### config.mk
export PLATFORM = sky130hd
export DESIGN_NAME = pihh_mac
export DESIGN_NICKNAME = d
export VERILOG_FILES = /design/src/rtl/pihh_pkg.sv /design/src/rtl/pihh_mac.sv
export SDC_FILE = /design/constraint.sdc
export NUM_CORES = 2
export LEC_CHECK = 0
export BUFFER_PORTS_ARGS = -buffer_cell sky130_fd_sc_hd__buf_2
export CAP_MARGIN = 20
export CORE_MARGIN = 2
export CORE_UTILIZATION = 66
export CTS_CLUSTER_SIZE = 28
export DETAILED_ROUTE_END_ITERATION = 12
export PLACE_DENSITY_LB_ADDON = 0.05
export SLEW_MARGIN = 20
export SYNTH_ARGS = -nofsm -noshare
export SYNTH_HDL_FRONTEND = slang
export SYNTH_SLANG_ARGS = --single-unit
### constraint.sdc
create_clock -name clock -period 16.04 [get_ports clock]
set_input_delay 3.208 -clock clock [delete_from_list [all_inputs] [get_ports clock]]
set_output_delay 3.208 -clock clock [all_outputs]
set_load 0.01 [all_outputs]
### src/rtl/pihh_pkg.sv
// ----------------------------------------------------------------------------
// pihh_pkg: shared types and constants of the hexahedron point test
// Widths, sequencer codes, the face triangle table and the MAC control bundle.
// ----------------------------------------------------------------------------
`default_nettype none

package pihh_pkg;

   localparam int FIELD_BITS  = 24;
   localparam int COORD_BITS  = 24;
   localparam int MARGIN_BITS = 20;
   localparam int DIFF_W      = COORD_BITS + 1;
   localparam int SUM_W       = COORD_BITS + 3;
   localparam int TOC_W       = COORD_BITS + 4;
   localparam int CROSS_W     = 2 * DIFF_W + 1;
   localparam int LO_BITS     = COORD_BITS + 2;
   localparam int HI_W        = CROSS_W - LO_BITS;
   localparam int MUL_W       = COORD_BITS + 4;
   localparam int PROD_W      = 2 * MUL_W;
   localparam int ACC_W       = PROD_W + LO_BITS;
   localparam int CORNER_W    = 3 * COORD_BITS;

   localparam logic [0:0] OP_LOAD = 1'b0;
   localparam logic [0:0] OP_TEST = 1'b1;

   localparam logic [3:0] TRI_LAST = 4'd11;

   localparam logic [4:0] STEP_RD_C0       = 5'd0;
   localparam logic [4:0] STEP_RD_C1       = 5'd1;
   localparam logic [4:0] STEP_RD_C2       = 5'd2;
   localparam logic [4:0] STEP_DIFF        = 5'd3;
   localparam logic [4:0] STEP_CROSS_FIRST = 5'd4;
   localparam logic [4:0] STEP_NX          = 5'd6;
   localparam logic [4:0] STEP_NY          = 5'd8;
   localparam logic [4:0] STEP_CROSS_LAST  = 5'd9;
   localparam logic [4:0] STEP_NZ          = 5'd10;
   localparam logic [4:0] STEP_CHECK       = 5'd11;
   localparam logic [4:0] STEP_SIDE_FIRST  = 5'd12;
   localparam logic [4:0] STEP_SIDE_LAST   = 5'd17;
   localparam logic [4:0] STEP_DIST_FIRST  = 5'd18;
   localparam logic [4:0] STEP_DIST_LAST   = 5'd23;
   localparam logic [4:0] STEP_DECIDE      = 5'd24;
   localparam logic [4:0] STEP_SCAN_LAST   = 5'd8;

   typedef enum logic [3:0] {
      ST_IDLE = 4'b0001,
      ST_SCAN = 4'b0010,
      ST_TRI  = 4'b0100,
      ST_DONE = 4'b1000
   } state_type;

   typedef struct packed {
      logic en;
      logic clr;
      logic sub;
      logic shl;
   } mac_ctl_type;

   function automatic logic [8:0] tri_corners(input logic [3:0] t);
      logic [8:0] r;
      case (t)
         4'd0:    r = {3'd0, 3'd1, 3'd2};
         4'd1:    r = {3'd0, 3'd2, 3'd3};
         4'd2:    r = {3'd4, 3'd7, 3'd6};
         4'd3:    r = {3'd4, 3'd6, 3'd5};
         4'd4:    r = {3'd0, 3'd4, 3'd5};
         4'd5:    r = {3'd0, 3'd5, 3'd1};
         4'd6:    r = {3'd1, 3'd5, 3'd6};
         4'd7:    r = {3'd1, 3'd6, 3'd2};
         4'd8:    r = {3'd2, 3'd6, 3'd7};
         4'd9:    r = {3'd2, 3'd7, 3'd3};
         4'd10:   r = {3'd3, 3'd7, 3'd4};
         4'd11:   r = {3'd3, 3'd4, 3'd0};
         default: r = '0;
      endcase
      return r;
   endfunction

endpackage

`default_nettype wire

### src/rtl/pihh_mac.sv
// ----------------------------------------------------------------------------
// pihh_mac: shared multiply-accumulate unit
// One signed multiply per cycle while ctl.en is high, optionally shifted
// up, added to or subtracted from a wide accumulator, or loaded into it.
// ----------------------------------------------------------------------------
`default_nettype none

module pihh_mac
   import pihh_pkg::*;
(
   input  wire logic                     clock,
   input  wire mac_ctl_type              ctl,
   input  wire logic signed [MUL_W-1:0]  op_a,
   input  wire logic signed [MUL_W-1:0]  op_b,
   output logic signed [ACC_W-1:0]       acc
);

   logic signed [ACC_W-1:0]  acc_ff;
   logic signed [ACC_W-1:0]  acc_in;
   logic signed [PROD_W-1:0] prod;
   logic signed [ACC_W-1:0]  term;
   logic signed [ACC_W-1:0]  base;

   always_comb begin
      prod   = op_a * op_b;
      term   = ACC_W'(prod);
      if (ctl.shl) begin
         term = term <<< LO_BITS;
      end
      base   = ctl.clr ? '0 : acc_ff;
      acc_in = ctl.sub ? base - term : base + term;
   end

   always_ff @(posedge clock) begin
      if (ctl.en) begin
         acc_ff <= acc_in;
      end
   end

   assign acc = acc_ff;

endmodule

`default_nettype wire

==> results.yml <==
sta:
  fin_skew_ns: 0.01360
  finalCritPeriodShare: 0.9662
  rsz0062_at_grt: "false"
  fmax_ghz: 0.06453
  tightest_slew_ns: 1.089
  hold_viol_final: 0
  finalSetupViolCount: 0
  min_period_ns: 15.50
  max_slew_margin: 0.2741
  slew_viol_final: 0
  fin_tns_setup_ns: 0
run:
  drv_cap: 0
yosys:
  synth_top_family_by_area: "adder cells"
  syn_nets: 5663
  syn_area_per_cell_um2: 8.775
  synth_top_area_share: 0.4167
  synthArstFlopShare: 0
  syn_area_um2: 39580
  synth_compound_area_frac: 0.1042
  ys_ff_latch: 82
  ys_seq_area_frac: 0.06221
  yosysWarningCount: 0
  synth-edff-count: 82
  synthSimpleGateAreaFrac: 0.1840
  yosys.area_share.adder: 0.5011
  postSynthCellCount: 4511
  yosysTopAreaCell: "fa_1"
  ys_types: 84
  yosys-top-cells-area: "fa_1, ha_1, inv_1"
  synth.area.mux_share: 0.003382
  synthXorXnorAreaFrac: 0.04356
  synth_ff_type: "edfxtp_1"
clock_tree:
  cts_tree: "built"
  cts_sinks: 82
  cts_max_level: 3
  numCtsBuffers: 9
  clockBufferDepth: 2
  cts_root_buf: "clkbuf_16"
  clkSlewWorstSetupHoldPaths_ns: 0.07
  insertion_delay_ns: 0.35
layout:
  area_growth_pct: 3.879
  finalNetCount: 5626
  largest_reg_flops: 82
  final_common_cell: "fa_1"
  mostFrequentLayoutCells: "fa_1, inv_1, nand2_1, and2_1, ha_1"
  drive_gt1_frac: 0.05894
worst_setup_path:
  r2r-end: "acc[79]"
  critical_path_class: "in -> reg"
  cp_max_fo: 19
  cpMaxStageDelayCell: "fa_1"
  worst_setup_path_endpoint: "acc[79]"
  r2r_start: "acc[1]"
  max_stage_delay_ns: 0.57
  start_kind: "primary input"
  end_kind: "register"
  crit_top_cell: "fa_1"
  reg2reg_depth: 16
  crit_start: "op_b[4]"
  rrSetupSlack_ns: 11.37
  cp.arrival_ns: 15.60
  critPathRequiredTime_ns: 16.14
floorplanning:
  core_region_area_um2: 59130
  rows: 89
  die_height_um: 248.9
  die_area_um2: 61950
  die_w_um: 248.9
  ios: 143
  initial_core_util: 0.6694
hold_path:
  hold_class: "reg -> reg"
route:
  num_vias: 31240
  drc: 0
  dr.first_iter.drc_count: 2671
  dr.pass1.iters: 6
  drt_wl_total_um: 105800
  ant_nets: 0
  vias_per_cell: 5.947
  wl_per_cell_um: 20.15
place:
  io_buffers: 142
  place_congestion: 0.9743
  hpwlAfterDp_um: 87950
global_route:
  track_usage: 0.3562
  grt_antenna_before_repair: 4
  grt_pass1_wl_um: 174200
  grt_pass1_vias: 32210
  grt_max_degree: 96
  grt_overflow: 0
status:
  status: "finished, final reports clean"
cell type report:
cell class	instances	area, um^2
multi-input combinational	3362	33140
fill	4791	18010
inverter	816	3074
sequential	82	2462
timing repair buffer	203	1174
tap	773	967.2
clock buffer	9	225.2
clock inverter	7	75.07
antenna	1	2.502
stage by stage:
step	hold WS (ns)	utilization	cell area (um^2)	std cells	setup WS, ns
2_1_floorplan	0.8266	-	39580	4511	1.423
3_3_place_gp	0.7733	0.6889	40740	5232	0.3304
3_5_place_dp	0.7809	0.6889	40740	5232	0.2439
4_1_cts	0.7926	0.6940	41040	5248	0.5665
5_1_grt	0.8312	0.6954	41120	5253	0.03024
6_report	0.7894	0.6954	41120	5253	0.5426
what timing repair did:
action | 4_1_cts | 5_1_grt
buffers inserted | 0 | 4
setup endpoints to repair | 0 | 3
hold buffers | 0 | 0
gates resized for setup | 0 | 11
hold endpoints to repair | 0 | 0
cell usage after synthesis (9+ instances only):
master,n
nor2_1,165
and3_1,35
clkbuf_1,232
nand3_1,45
ha_1,267
or3_1,9
edfxtp_1,82
buf_2,10
a31oi_1,41
a41oi_1,14
xnor2_1,129
o21ai_0,94
mux2i_1,10
o21bai_1,29
a21o_1,88
nor3_1,42
o31ai_1,13
o21a_1,21
nor2b_1,102
inv_1,815
xor2_1,66
fa_1,824
nand2b_1,27
nand4_1,36
a21oi_1,210
and2_1,430
nand2_1,499
o211ai_1,16
a211oi_1,16
layer usage:
metal / up-vias / GRT usage / routed length [um]
met5: - / 0 / 13
met4: 2 / 0.1072 / 3762
met3: 214 / 0.06029 / 9126
met2: 1404 / 0.5893 / 50300
met1: 15650 / 0.4849 / 42630
li1: 13970 / - / -
critical path: cells and delay by family:
kind | cells | cell delay, ns
buffers and inverters | 7 | 0.95
and+or+nand+nor | 6 | 1.90
AOI/OAI and AO/OA | 16 | 4.02
adders and majority gates | 10 | 4.51
xor gates and xnor gates | 3 | 0.99
worst min-delay path by stage:
stage,start,end,slack (ns),depth (start not counted)
after global placement,acc[0],acc[0],0.77,3
after detailed placement,acc[0],acc[0],0.78,3
after floorplan,acc[0],acc[0],0.83,3
after global routing,acc[0],acc[0],0.83,3
final,acc[0],acc[0],0.79,3
after CTS,acc[0],acc[0],0.79,3
kinds of logic (layout without fill, tap and decap cells):
group,count (synthesis),after routing
and+or+nand+nor,1429,1429
adders and majority gates,1091,1091
buffers and inverters,1067,1035
AOI/OAI and AO/OA,633,633
xor gates and xnor gates,196,196
DFF,82,82
muxes,13,13
other,0,1
Power is not shown: default switching activity piles up to over one toggle a cycle in this logic, so the estimate is an artifact.
